`src/hw/rtl/erc_pkg.sv`:
```
`timescale 1ns / 1ps
// ----------------------------------------------------------------------------
// erc_pkg: shared types and constants for the relay card controller
// Command modes, reply kinds, sequencer states, settings register indices and fixed arithmetic constants.
// ----------------------------------------------------------------------------
package erc_pkg;

  typedef enum logic [3:0] {
    MODE_ON       = 4'd0,
    MODE_OFF      = 4'd1,
    MODE_TOGGLE   = 4'd2,
    MODE_SETBTN   = 4'd3,
    MODE_QBTN     = 4'd4,
    MODE_START    = 4'd5,
    MODE_SETTIMER = 4'd6,
    MODE_QTIMER   = 4'd7,
    MODE_QRELAY   = 4'd8,
    MODE_FACTORY  = 4'd9,
    MODE_JUMPER   = 4'd10,
    MODE_FIRMWARE = 4'd11,
    MODE_TICK     = 4'd12
  } mode_t;

  typedef enum logic [2:0] {
    KIND_STATUS   = 3'd0,
    KIND_BUTTON   = 3'd1,
    KIND_TIMER    = 3'd2,
    KIND_JUMPER   = 3'd3,
    KIND_FIRMWARE = 3'd4
  } kind_t;

  typedef enum logic [2:0] {
    ST_IDLE,
    ST_RD,
    ST_MD,
    ST_EM,
    ST_ROUND,
    ST_FIN
  } state_t;

  typedef enum logic [1:0] {
    REG_MERGE    = 2'd0,
    REG_JUMPER   = 2'd1,
    REG_FW_YEAR  = 2'd2,
    REG_FW_WEEK  = 2'd3
  } reg_idx_t;

  localparam int          RELAY_SLOTS  = 8;
  localparam int          ADDR_W       = 3;
  localparam int          SEC_W        = 16;
  localparam int          MS_W         = 26;
  localparam logic [15:0] DEF_SECONDS  = 16'd5;
  localparam logic [9:0]  MS_PER_SEC   = 10'd1000;
  localparam logic [25:0] ROUND_UP_MS  = 26'd999;
  // ceil(2^36 / 1000): exact quotient for all values below 2^26
  localparam logic [26:0] RECIP_1000   = 27'd68719477;
  localparam int          RECIP_SHIFT  = 36;
  localparam int          PROD_W       = 53;

endpackage

```
`src/hw/rtl/erc_if.sv`:
```
`timescale 1ns / 1ps
// ----------------------------------------------------------------------------
// erc_if: command and reply channel interfaces
// Valid/ready channels carrying one command item or one reply item.
// ----------------------------------------------------------------------------
interface erc_cmd_if;
  logic       valid;
  logic       ready;
  logic [3:0] mode;
  logic [7:0] relay_mask;
  logic [7:0] param_high;
  logic [7:0] param_low;

  modport source (output valid, mode, relay_mask, param_high, param_low, input ready);
  modport sink   (input valid, mode, relay_mask, param_high, param_low, output ready);
endinterface

interface erc_reply_if;
  logic       valid;
  logic       ready;
  logic [2:0] reply_kind;
  logic [7:0] reply_first;
  logic [7:0] reply_second;
  logic [7:0] reply_third;
  logic       reply_last;

  modport source (output valid, reply_kind, reply_first, reply_second, reply_third,
                  reply_last, input ready);
  modport sink   (input valid, reply_kind, reply_first, reply_second, reply_third,
                  reply_last, output ready);
endinterface

```
`src/hw/rtl/erc_ram.sv`:
```
`timescale 1ns / 1ps
// ----------------------------------------------------------------------------
// erc_ram: generic single-port RAM
// One write or read per cycle, read data registered.
// ----------------------------------------------------------------------------
module erc_ram #(
  parameter int WIDTH = 16,
  parameter int DEPTH = 8,
  parameter int AW    = 3
) (
  input  logic             clk,
  input  logic             we,
  input  logic [AW-1:0]    addr,
  input  logic [WIDTH-1:0] wdata,
  output logic [WIDTH-1:0] rdata
);

  logic [WIDTH-1:0] mem [DEPTH];

  always_ff @(posedge clk) begin
    if (we) begin
      mem[addr] <= wdata;
    end
    rdata <= mem[addr];
  end

endmodule

```
`src/hw/rtl/eight_relay_card_controller.sv`:
```
`timescale 1ns / 1ps
// ----------------------------------------------------------------------------
// eight_relay_card_controller: command sequencer for an eight-relay card
// Relay, button and timer bits in flops; per-relay seconds and ms in RAMs.
// ----------------------------------------------------------------------------
// Usage:
//   cmd carries one command or one 1 ms tick per item; reply carries the
//   result items, reply_last set on the last one an item causes. The user
//   must use cfg_we/cfg_index/cfg_data to write the four settings only while
//   the block is idle; the block itself does not enforce this.
// Timing:
//   cmd.ready is high only in the idle state. Plain commands are accepted,
//   then finish. Start, query-timer and tick walk the eight relay slots
//   through the timer RAMs one slot at a time: an unselected slot is only
//   read; a selected slot is read, then modified/written, and for
//   query-timer its reply is emitted. Set-timer writes each selected slot
//   in its read state. Start and set-timer end in the finish state; a tick
//   ends with one expiry round per reply until no running relay is at zero.
// Reset:
//   Synchronous, active high. Defaults return at once through per-slot valid
//   bits on the seconds RAM; the ms RAM is only read for running timers.
// Stall:
//   Results go through a one-entry output register; a new item may be
//   accepted while it waits. The sequencer holds when it has a result to
//   give and the register is still full.
// ----------------------------------------------------------------------------
module eight_relay_card_controller #(
  parameter int RELAY_COUNT = 8
) (
  input  logic        clk,
  input  logic        rst,
  erc_cmd_if.sink     cmd,
  erc_reply_if.source reply,
  input  logic        cfg_we,
  input  logic [1:0]  cfg_index,
  input  logic [9:0]  cfg_data
);

  localparam logic [7:0] RELAYS_MASK = 8'((9'd1 << RELAY_COUNT) - 9'd1);
  localparam logic [erc_pkg::ADDR_W-1:0] LAST_IDX = erc_pkg::ADDR_W'(RELAY_COUNT - 1);

  // settings
  logic [9:0] merge_window;
  logic [7:0] jumper_state;
  logic [7:0] fw_year;
  logic [7:0] fw_week;

  // latched command
  erc_pkg::mode_t mode;
  logic [7:0] mask;
  logic [7:0] hi;
  logic [7:0] lo;

  erc_pkg::state_t state, state_next;
  logic [erc_pkg::ADDR_W-1:0] idx;

  // bit state
  logic [7:0] relay_on, relay_on_next;
  logic [7:0] active, active_next;
  logic [7:0] mom, mom_next;
  logic [7:0] tog, tog_next;
  logic [7:0] timed, timed_next;
  logic [7:0] def_valid, def_valid_next;
  logic [7:0] zero_f;   // timer reached zero on this tick
  logic [7:0] below_f;  // timer below the merge window on this tick

  // query pipeline
  logic [erc_pkg::PROD_W-1:0] prod;
  logic [15:0] q_word;
  logic        q_use_prod;

  // output register
  logic       out_valid;
  logic [2:0] out_kind;
  logic [7:0] out_first, out_second, out_third;
  logic       out_last;
  logic       out_free;

  // RAMs
  logic                       def_we, rem_we;
  logic [erc_pkg::SEC_W-1:0]  def_wdata, def_rdata;
  logic [erc_pkg::MS_W-1:0]   rem_wdata, rem_rdata;

  erc_ram #(.WIDTH(erc_pkg::SEC_W), .DEPTH(erc_pkg::RELAY_SLOTS), .AW(erc_pkg::ADDR_W))
    u_def_ram (.clk(clk), .we(def_we), .addr(idx), .wdata(def_wdata), .rdata(def_rdata));

  erc_ram #(.WIDTH(erc_pkg::MS_W), .DEPTH(erc_pkg::RELAY_SLOTS), .AW(erc_pkg::ADDR_W))
    u_rem_ram (.clk(clk), .we(rem_we), .addr(idx), .wdata(rem_wdata), .rdata(rem_rdata));

  // helper terms
  logic        accept;
  logic        is_last;
  logic        sel_bit;
  logic [7:0]  above;
  logic [15:0] def_eff;
  logic [15:0] param_word;
  logic [15:0] start_sec;
  logic [25:0] dec_ms;
  logic [7:0]  cand, oh, rbits, r_act;
  erc_pkg::state_t after_sweep;

  // finish / emit terms
  logic       ld_out;
  logic [2:0] ld_kind;
  logic [7:0] ld_first, ld_second, ld_third;
  logic       ld_last;
  logic       fin_emit;

  assign out_free  = !out_valid || reply.ready;
  assign cmd.ready = (state == erc_pkg::ST_IDLE);
  assign accept    = cmd.valid && cmd.ready;
  assign is_last   = (idx == LAST_IDX);
  assign sel_bit   = (mode == erc_pkg::MODE_TICK) ? active[idx] : mask[idx];
  assign above     = mask & ~((8'd2 << idx) - 8'd1);
  assign def_eff   = def_valid[idx] ? def_rdata : erc_pkg::DEF_SECONDS;
  assign param_word = {hi, lo};
  assign start_sec = (param_word != 16'd0) ? param_word : def_eff;
  assign dec_ms    = (rem_rdata != 26'd0) ? rem_rdata - 26'd1 : rem_rdata;
  assign cand      = active & zero_f;
  assign oh        = cand & (~cand + 8'd1);   // lowest relay first
  assign rbits     = oh | (active & below_f);
  assign r_act     = active & ~rbits;

  always_comb begin
    case (mode)
      erc_pkg::MODE_TICK:   after_sweep = erc_pkg::ST_ROUND;
      erc_pkg::MODE_QTIMER: after_sweep = erc_pkg::ST_IDLE;
      default:              after_sweep = erc_pkg::ST_FIN;
    endcase
  end

  // RAM access
  always_comb begin
    def_we    = (state == erc_pkg::ST_RD) && (mode == erc_pkg::MODE_SETTIMER) && sel_bit;
    def_wdata = param_word;
    rem_we    = (state == erc_pkg::ST_MD) &&
                ((mode == erc_pkg::MODE_START) || (mode == erc_pkg::MODE_TICK));
    if (mode == erc_pkg::MODE_START) begin
      rem_wdata = 26'(start_sec) * 26'(erc_pkg::MS_PER_SEC);
    end else begin
      rem_wdata = dec_ms;
    end
  end

  // next state
  always_comb begin
    state_next = state;
    case (state)
      erc_pkg::ST_IDLE: begin
        if (accept) begin
          case (erc_pkg::mode_t'(cmd.mode))
            erc_pkg::MODE_START, erc_pkg::MODE_SETTIMER,
            erc_pkg::MODE_QTIMER, erc_pkg::MODE_TICK: state_next = erc_pkg::ST_RD;
            default:                                  state_next = erc_pkg::ST_FIN;
          endcase
        end
      end
      erc_pkg::ST_RD: begin
        if (sel_bit && (mode != erc_pkg::MODE_SETTIMER)) state_next = erc_pkg::ST_MD;
        else if (is_last)                                state_next = after_sweep;
      end
      erc_pkg::ST_MD: begin
        if (mode == erc_pkg::MODE_QTIMER) state_next = erc_pkg::ST_EM;
        else if (is_last)                 state_next = after_sweep;
        else                              state_next = erc_pkg::ST_RD;
      end
      erc_pkg::ST_EM: begin
        if (out_free) state_next = is_last ? erc_pkg::ST_IDLE : erc_pkg::ST_RD;
      end
      erc_pkg::ST_ROUND: begin
        if (cand == 8'd0) state_next = erc_pkg::ST_IDLE;
      end
      erc_pkg::ST_FIN: begin
        if (!fin_emit || out_free) state_next = erc_pkg::ST_IDLE;
      end
      default: state_next = erc_pkg::ST_IDLE;
    endcase
  end

  // outputs and bit-state updates
  always_comb begin
    relay_on_next  = relay_on;
    active_next    = active;
    mom_next       = mom;
    tog_next       = tog;
    timed_next     = timed;
    def_valid_next = def_valid;
    fin_emit       = 1'b0;
    ld_out         = 1'b0;
    ld_kind        = erc_pkg::KIND_STATUS;
    ld_first       = relay_on;
    ld_second      = relay_on;
    ld_third       = active;
    ld_last        = 1'b1;

    case (state)
      erc_pkg::ST_RD: begin
        if (def_we) def_valid_next = def_valid | (8'd1 << idx);
      end
      erc_pkg::ST_EM: begin
        ld_out    = out_free;
        ld_kind   = erc_pkg::KIND_TIMER;
        ld_first  = 8'd1 << idx;
        ld_second = q_use_prod ? prod[erc_pkg::RECIP_SHIFT+8 +: 8] : q_word[15:8];
        ld_third  = q_use_prod ? prod[erc_pkg::RECIP_SHIFT +: 8] : q_word[7:0];
        ld_last   = (above == 8'd0);
      end
      erc_pkg::ST_ROUND: begin
        if (cand != 8'd0 && out_free) begin
          ld_out        = 1'b1;
          ld_second     = relay_on & ~rbits;
          ld_third      = r_act;
          ld_last       = ((r_act & zero_f) == 8'd0);
          relay_on_next = relay_on & ~rbits;
          active_next   = r_act;
        end
      end
      erc_pkg::ST_FIN: begin
        case (mode)
          erc_pkg::MODE_ON, erc_pkg::MODE_START: begin
            fin_emit  = ((relay_on | mask) != relay_on);
            ld_second = relay_on | mask;
            ld_third  = (mode == erc_pkg::MODE_START) ? (active | mask) : active;
            if (out_free || !fin_emit) begin
              relay_on_next = relay_on | mask;
              active_next   = ld_third;
            end
          end
          erc_pkg::MODE_OFF: begin
            fin_emit  = ((relay_on & ~mask) != relay_on);
            ld_second = relay_on & ~mask;
            ld_third  = fin_emit ? (active & ~mask) : active;
            if (out_free || !fin_emit) begin
              relay_on_next = ld_second;
              active_next   = ld_third;
            end
          end
          erc_pkg::MODE_TOGGLE: begin
            fin_emit  = (mask != 8'd0);
            ld_second = relay_on ^ mask;
            ld_third  = active & ~(relay_on & mask);
            if (out_free || !fin_emit) begin
              relay_on_next = ld_second;
              active_next   = ld_third;
            end
          end
          erc_pkg::MODE_SETBTN: begin
            mom_next   = mask;
            tog_next   = hi & ~mask & RELAYS_MASK;
            timed_next = lo & ~(mask | (hi & ~mask)) & RELAYS_MASK;
          end
          erc_pkg::MODE_QBTN: begin
            fin_emit  = 1'b1;
            ld_kind   = erc_pkg::KIND_BUTTON;
            ld_first  = mom;
            ld_second = tog;
            ld_third  = timed;
          end
          erc_pkg::MODE_QRELAY: begin
            fin_emit = 1'b1;
          end
          erc_pkg::MODE_FACTORY: begin
            fin_emit  = (relay_on != 8'd0);
            ld_second = 8'd0;
            ld_third  = active & ~relay_on;
            if (out_free || !fin_emit) begin
              mom_next       = 8'd0;
              tog_next       = RELAYS_MASK;
              timed_next     = 8'd0;
              def_valid_next = 8'd0;
              relay_on_next  = 8'd0;
              active_next    = ld_third;
            end
          end
          erc_pkg::MODE_JUMPER: begin
            fin_emit  = 1'b1;
            ld_kind   = erc_pkg::KIND_JUMPER;
            ld_first  = 8'd0;
            ld_second = jumper_state;
            ld_third  = 8'd0;
          end
          erc_pkg::MODE_FIRMWARE: begin
            fin_emit  = 1'b1;
            ld_kind   = erc_pkg::KIND_FIRMWARE;
            ld_first  = 8'd0;
            ld_second = fw_year;
            ld_third  = fw_week;
          end
          default: fin_emit = 1'b0;   // set-timer and unused modes
        endcase
        ld_out = fin_emit && out_free;
      end
      default: ld_out = 1'b0;
    endcase
  end

  // registers
  always_ff @(posedge clk) begin
    if (rst) begin
      state        <= erc_pkg::ST_IDLE;
      idx          <= '0;
      relay_on     <= 8'd0;
      active       <= 8'd0;
      mom          <= 8'd0;
      tog          <= RELAYS_MASK;
      timed        <= 8'd0;
      def_valid    <= 8'd0;
      zero_f       <= 8'd0;
      below_f      <= 8'd0;
      out_valid    <= 1'b0;
      merge_window <= 10'd100;
      jumper_state <= 8'd0;
      fw_year      <= 8'd16;
      fw_week      <= 8'd6;
    end else begin
      state     <= state_next;
      relay_on  <= relay_on_next;
      active    <= active_next;
      mom       <= mom_next;
      tog       <= tog_next;
      timed     <= timed_next;
      def_valid <= def_valid_next;

      if (cfg_we) begin
        case (erc_pkg::reg_idx_t'(cfg_index))
          erc_pkg::REG_MERGE:   merge_window <= cfg_data;
          erc_pkg::REG_JUMPER:  jumper_state <= cfg_data[7:0];
          erc_pkg::REG_FW_YEAR: fw_year      <= cfg_data[7:0];
          erc_pkg::REG_FW_WEEK: fw_week      <= cfg_data[7:0];
          default: ;
        endcase
      end

      // slot index walk
      if (accept) begin
        idx <= '0;
      end else if (!is_last) begin
        case (state)
          erc_pkg::ST_RD:
            if (!(sel_bit && (mode != erc_pkg::MODE_SETTIMER))) idx <= idx + 1'b1;
          erc_pkg::ST_MD:
            if (mode != erc_pkg::MODE_QTIMER) idx <= idx + 1'b1;
          erc_pkg::ST_EM:
            if (out_free) idx <= idx + 1'b1;
          default: ;
        endcase
      end

      if (accept) begin
        zero_f  <= 8'd0;
        below_f <= 8'd0;
      end else if (state == erc_pkg::ST_MD && mode == erc_pkg::MODE_TICK) begin
        zero_f[idx]  <= (dec_ms == 26'd0);
        below_f[idx] <= (dec_ms < 26'(merge_window));
      end

      if (ld_out)        out_valid <= 1'b1;
      else if (reply.ready) out_valid <= 1'b0;
    end
  end

  // payload registers
  always_ff @(posedge clk) begin
    if (accept) begin
      mode <= erc_pkg::mode_t'(cmd.mode);
      mask <= cmd.relay_mask & RELAYS_MASK;
      hi   <= cmd.param_high;
      lo   <= cmd.param_low;
    end
    if (state == erc_pkg::ST_MD) begin
      // remaining seconds rounded up: (ms + 999) / 1000 by reciprocal
      prod       <= erc_pkg::PROD_W'(rem_rdata + erc_pkg::ROUND_UP_MS) *
                    erc_pkg::PROD_W'(erc_pkg::RECIP_1000);
      q_use_prod <= (hi != 8'd0) && active[idx];
      q_word     <= (hi == 8'd0) ? def_eff : 16'd0;
    end
    if (ld_out) begin
      out_kind   <= ld_kind;
      out_first  <= ld_first;
      out_second <= ld_second;
      out_third  <= ld_third;
      out_last   <= ld_last;
    end
  end

  assign reply.valid        = out_valid;
  assign reply.reply_kind   = out_kind;
  assign reply.reply_first  = out_first;
  assign reply.reply_second = out_second;
  assign reply.reply_third  = out_third;
  assign reply.reply_last   = out_last;

endmodule
```
`src/flat_wrapper.sv`:
```
// flat-port wrapper written by rule: the top's interface ports become plain ports
module eight_relay_card_controller_flat 
#(
  parameter int RELAY_COUNT = 8
)
  (clk, rst, cfg_we, cfg_index, cfg_data, cmd_valid, cmd_mode, cmd_relay_mask, cmd_param_high, cmd_param_low, cmd_ready, reply_valid, reply_reply_kind, reply_reply_first, reply_reply_second, reply_reply_third, reply_reply_last, reply_ready);
  erc_cmd_if cmd_i ();
  erc_reply_if reply_i ();
  input  logic clk;
  input  logic rst;
  input  logic cfg_we;
  input  logic [1:0] cfg_index;
  input  logic [9:0] cfg_data;
  input wire logic [$bits(cmd_i.valid)-1:0] cmd_valid;
  input wire logic [$bits(cmd_i.mode)-1:0] cmd_mode;
  input wire logic [$bits(cmd_i.relay_mask)-1:0] cmd_relay_mask;
  input wire logic [$bits(cmd_i.param_high)-1:0] cmd_param_high;
  input wire logic [$bits(cmd_i.param_low)-1:0] cmd_param_low;
  output wire logic [$bits(cmd_i.ready)-1:0] cmd_ready;
  output wire logic [$bits(reply_i.valid)-1:0] reply_valid;
  output wire logic [$bits(reply_i.reply_kind)-1:0] reply_reply_kind;
  output wire logic [$bits(reply_i.reply_first)-1:0] reply_reply_first;
  output wire logic [$bits(reply_i.reply_second)-1:0] reply_reply_second;
  output wire logic [$bits(reply_i.reply_third)-1:0] reply_reply_third;
  output wire logic [$bits(reply_i.reply_last)-1:0] reply_reply_last;
  input wire logic [$bits(reply_i.ready)-1:0] reply_ready;
  assign cmd_i.valid = cmd_valid;
  assign cmd_i.mode = cmd_mode;
  assign cmd_i.relay_mask = cmd_relay_mask;
  assign cmd_i.param_high = cmd_param_high;
  assign cmd_i.param_low = cmd_param_low;
  assign cmd_ready = cmd_i.ready;
  assign reply_valid = reply_i.valid;
  assign reply_reply_kind = reply_i.reply_kind;
  assign reply_reply_first = reply_i.reply_first;
  assign reply_reply_second = reply_i.reply_second;
  assign reply_reply_third = reply_i.reply_third;
  assign reply_reply_last = reply_i.reply_last;
  assign reply_i.ready = reply_ready;
  eight_relay_card_controller #(.RELAY_COUNT(RELAY_COUNT)) u_core (.clk(clk), .rst(rst), .cmd(cmd_i), .reply(reply_i), .cfg_we(cfg_we), .cfg_index(cfg_index), .cfg_data(cfg_data));
endmodule
```
`config.mk`:
```
export PLATFORM = sky130hd
export DESIGN_NAME = eight_relay_card_controller_flat
export DESIGN_NICKNAME = d
export VERILOG_FILES = /design/src/hw/rtl/erc_pkg.sv /design/src/hw/rtl/erc_if.sv /design/src/hw/rtl/erc_ram.sv /design/src/hw/rtl/eight_relay_card_controller.sv /design/src/flat_wrapper.sv
export SDC_FILE = /design/constraint.sdc
export NUM_CORES = 2
export LEC_CHECK = 0
export BUFFER_PORTS_ARGS = -buffer_cell sky130_fd_sc_hd__buf_2
export CAP_MARGIN = 30
export CORE_AREA = 2 2 252 254
export DETAILED_ROUTE_END_ITERATION = 12
export DIE_AREA = 0 0 254 256
export PLACE_DENSITY = 0.77
export SLEW_MARGIN = 20
export SYNTH_ARGS = -nofsm -noshare
export SYNTH_HDL_FRONTEND = slang
export SYNTH_SLANG_ARGS = --single-unit
```
`constraint.sdc`:
```
create_clock -name clk -period 10.84 [get_ports clk]
set_clock_uncertainty 0.15 [all_clocks]
set_input_delay 2.168 -clock clk [delete_from_list [all_inputs] [get_ports clk]]
set_output_delay 2.168 -clock clk [all_outputs]
set_load 0.01 [all_outputs]
```
==> insert_results.sql <==
INSERT INTO impl_metrics (metric_group, metric, value, unit) VALUES
('status', 'status', 'finished, violations left', ''),
('status', 'violations', 'DRC', ''),
('route', 'drt_pass1_iterations', '12', ''),
('logic_synthesis', 'netlist_instances', '3392', ''),
('global_route', 'grt_util_met2', '48.5', '%'),
('route', 'routed-via-count', '27000', ''),
('die', 'die_area', '65000', 'µm²'),
('global_route', 'grt.met3_usage', '7.53', '%'),
('logic_synthesis', 'async_reset_ff_share', '0', '%'),
('die', 'boundaryPins', '75', ''),
('route', 'antenna_violating_nets_post_route', '0', ''),
('worst_hold_path', 'hold_path_depth', '2', ''),
('placed_design', 'detailedPlace.worstSlack', '1.70', 'ns'),
('layout', 'design.final.nets', '4134', ''),
('timing', 'worst_hold_margin', '0.305', 'ns'),
('timing', 'max_freq', '0.108', 'GHz'),
('timing', 'setup_slack', '1.56', 'ns'),
('route', 'post_drt_wl_per_cell', '24.0', 'µm'),
('run', 'max-cap-violations', '0', ''),
('global_route', 'overflow', '0', ''),
('global_route', 'grt_util_met1', '47.0', '%'),
('clock_tree', 'cts_buffers', '56', ''),
('logic_synthesis', 'synth_seq_cells', '572', ''),
('global_route', 'groute.usage.overall', '32.4', '%'),
('logic_synthesis', 'yosys_most_used_dff', 'edfxtp_1', ''),
('timing', 'setup_violation_total_in_the_final_timing_report', '0', ''),
('setup_path', 'timing.critical_path.fanout_max', '11', ''),
('die', 'core_area', '62400', 'µm²'),
('route', 'totalWireLength', '104', 'mm'),
('setup_path', 'critical_path_start_type', 'register', ''),
('timing', 'finalHoldViolations', '0', ''),
('clock_tree', 'htreeDepth', '2', ''),
('clock_tree', 'clock_tree.root_cell', 'clkbuf_16', ''),
('setup_path', 'ff2ff_path_depth', '30', ''),
('route', 'via_per_inst', '6.21', ''),
('worst_hold_path', 'hp-class', 'reg -> reg', ''),
('logic_synthesis', 'synth.avg_cell_area', '11.1', 'µm²'),
('clock_tree', 'worst_setup_hold_path_clk_slew', '0.06', 'ns'),
('placed_design', 'dp_hpwl', '75.1', 'mm'),
('setup_path', 'path_class', 'reg -> reg', ''),
('clock_tree', 'cts_tree', 'done', ''),
('clock_tree', 'post_cts_repair_setup_buffers', '0', ''),
('clock_tree', 'cts.sink_count', '572', ''),
('die', 'chipWidth', '254', 'µm'),
('logic_synthesis', 'netlist_area', '37700', 'µm²'),
('global_route', 'initial_antenna_violation_count', '3', ''),
('layout', 'drive_gt1_share', '8.07', '%'),
('placed_design', 'count_of_input_and_output_buffers', '74', ''),
('route', 'remaining_drc_errors', '2', ''),
('global_route', 'grt_max_degree', '54', ''),
('setup_path', 'crit_path_top_delay_cell', 'fa_1', ''),
('logic_synthesis', 'number_of_warning_messages_in_the_yosys_log', '0', ''),
('global_route', 'first_global_vias', '26700', ''),
('global_route', 'globalRoute.busiestLayer', 'met2', ''),
('setup_path', 'cp.required', '11.04', 'ns'),
('die', 'dieHeight', '256', 'µm'),
('setup_path', 'critPathCaptureType', 'register', ''),
('clock_tree', 'clk-insertion-delay-late', '0.64', 'ns'),
('layout', 'post-route-util', '66.4', '%'),
('timing', 'timing_worst_slew_pin_value', '1.01', 'ns'),
('clock_tree', 'cts_resized', '0', ''),
('global_route', 'global_route_wire_length_before_repair', '159', 'mm'),
('layout', 'flow.area_growth_from_synthesis', '10.0', '%'),
('logic_synthesis', 'synth_cell_type_count', '83', ''),
('logic_synthesis', 'synth.yosys.seq_area_share', '41.7', '%'),
('timing', 'fin_setup_tns', '0', 'ns'),
('timing', 'final_max_slew_viol_count', '0', ''),
('timing', 'min_tclk_post_route', '9.28', 'ns'),
('clock_tree', 'clk_path_buf_depth', '3', ''),
('timing', 'post-route-period-util', '85.6', '%'),
('logic_synthesis', 'synth_edf_count', '425', ''),
('route', 'detailedRoute.firstIterationViolations', '3940', ''),
('clock_tree', 'holdBufCountCts', '0', ''),
('setup_path', 'cp_slowest_stage_delay', '0.56', 'ns'),
('placed_design', 'gpl.final_weighted_congestion', '0.994', ''),
('die', 'start_util', '60.4', '%'),
('timing', 'max_slew_margin', '32.9', '%'),
('timing', 'grt_setup_unrepaired', 'no', ''),
('setup_path', 'cp.arrival', '9.48', 'ns'),
('die', 'placementRows', '92', '');
[layout make-up]
type | instances | area, µm²
Antenna cell | 1 | 2.50
Timing Repair Buffer | 135 | 976
Clock buffer | 73 | 1590
Inverter | 508 | 1910
Clock inverter | 33 | 537
Tap cell | 846 | 1060
Sequential cell | 572 | 15700
Multi-Input combinational cell | 2184 | 19700
Fill cell | 4746 | 21000
[layer usage]
layer  vias to the layer above  part of all wire (%)  wire length, µm
met3                       268                    12            12400
met4                         2                   3.5             3620
li1                      12100                     -                -
met5                         -                 0.012               13
met2                      1576                    44            45700
met1                     13100                    41            42700
[critical path, delay by kind of cell, from the launching register on]
kind / cells / cell delay [ns]
and+or+nand+nor: 6 / 1.00
adders and majority gates: 8 / 3.47
buffers and inverters: 6 / 1.16
AOI/OAI and AO/OA: 7 / 1.80
DFF: 1 / 0.38
xor gates and xnor gates: 3 / 1.01
[worst paths after layout]
kind,slack (ns),start,endpoint
max,1.56,u_core.u_rem_ram.rdata[0],u_core.prod[51]
min,0.30,u_core.timed[3],u_core.timed[3]
max reg2reg,1.56,u_core.u_rem_ram.rdata[0],u_core.prod[51]
min reg2reg,0.30,u_core.timed[3],u_core.timed[3]
[flip-flops by register name, indices dropped and copies added (netlist names), 10 cells and up]
signal,count
u_core.u_rem_ram.mem,208
u_core.merge_window,10
u_core.u_rem_ram.rdata,26
u_core.u_def_ram.rdata,16
u_core.prod,16
u_core.q_word,16
u_core.u_def_ram.mem,128
[cells in the mapped netlist, types with 19 or more instances]
| library cell | n | area share (%) |
|---|---|---|
| a21oi_1 | 182 | 2.4 |
| edfxtp_1 | 425 | 34 |
| nor4_1 | 20 | 0.33 |
| o21ai_0 | 117 | 1.6 |
| nor2b_1 | 19 | 0.32 |
| nand3_1 | 39 | 0.52 |
| fa_1 | 278 | 15 |
| ha_1 | 354 | 12 |
| xnor2_1 | 92 | 2.1 |
| a22oi_1 | 189 | 3.8 |
| nand4_1 | 67 | 1.1 |
| nand2_1 | 195 | 1.9 |
| inv_1 | 502 | 5.0 |
| o21ai_1 | 20 | 0.27 |
| mux2i_1 | 32 | 0.85 |
| and2_1 | 20 | 0.33 |
| o211ai_1 | 34 | 0.68 |
| clkbuf_1 | 118 | 1.2 |
| a21o_1 | 47 | 0.94 |
| nor3_1 | 40 | 0.53 |
| nor2_1 | 166 | 1.7 |
| xor2_1 | 31 | 0.72 |
| dfxtp_1 | 147 | 7.8 |
[placed cells by master, fill, tap and decap left out, types with 35 or more instances in the layout]
cell	instances
inv_1	502
edfxtp_1	425
ha_1	354
fa_1	278
nand2_1	195
a22oi_1	189
a21oi_1	182
nor2_1	156
dfxtp_1	147
o21ai_0	116
xnor2_1	92
buf_2	76
nand4_1	67
clkbuf_16	58
buf_4	48
a21o_1	47
nand3_1	39
nor3_1	35
[kinds of logic (layout without fill, tap and decap cells)]
family | Yosys count | in the layout | share of synthesized area, %
AOI/OAI and AO/OA | 727 | 727 | 12.7
and+or+nand+nor | 662 | 662 | 8.75
buffers and inverters | 637 | 749 | 6.40
adders and majority gates | 632 | 632 | 26.5
DFF | 572 | 572 | 41.7
xor gates and xnor gates | 126 | 126 | 2.99
muxes | 35 | 35 | 0.940
other | 1 | 3 | 0.00996
[stage by stage]
step	std cells	area, µm²
6_report	4352	41400
5_1_grt	4351	41400
4_1_cts	4344	41300
3_5_place_dp	4238	39200
3_3_place_gp	4230	39000
2_1_floorplan	3393	37700
Power is not shown: default switching activity piles up to over one toggle a cycle in this logic, so the estimate is an artifact.
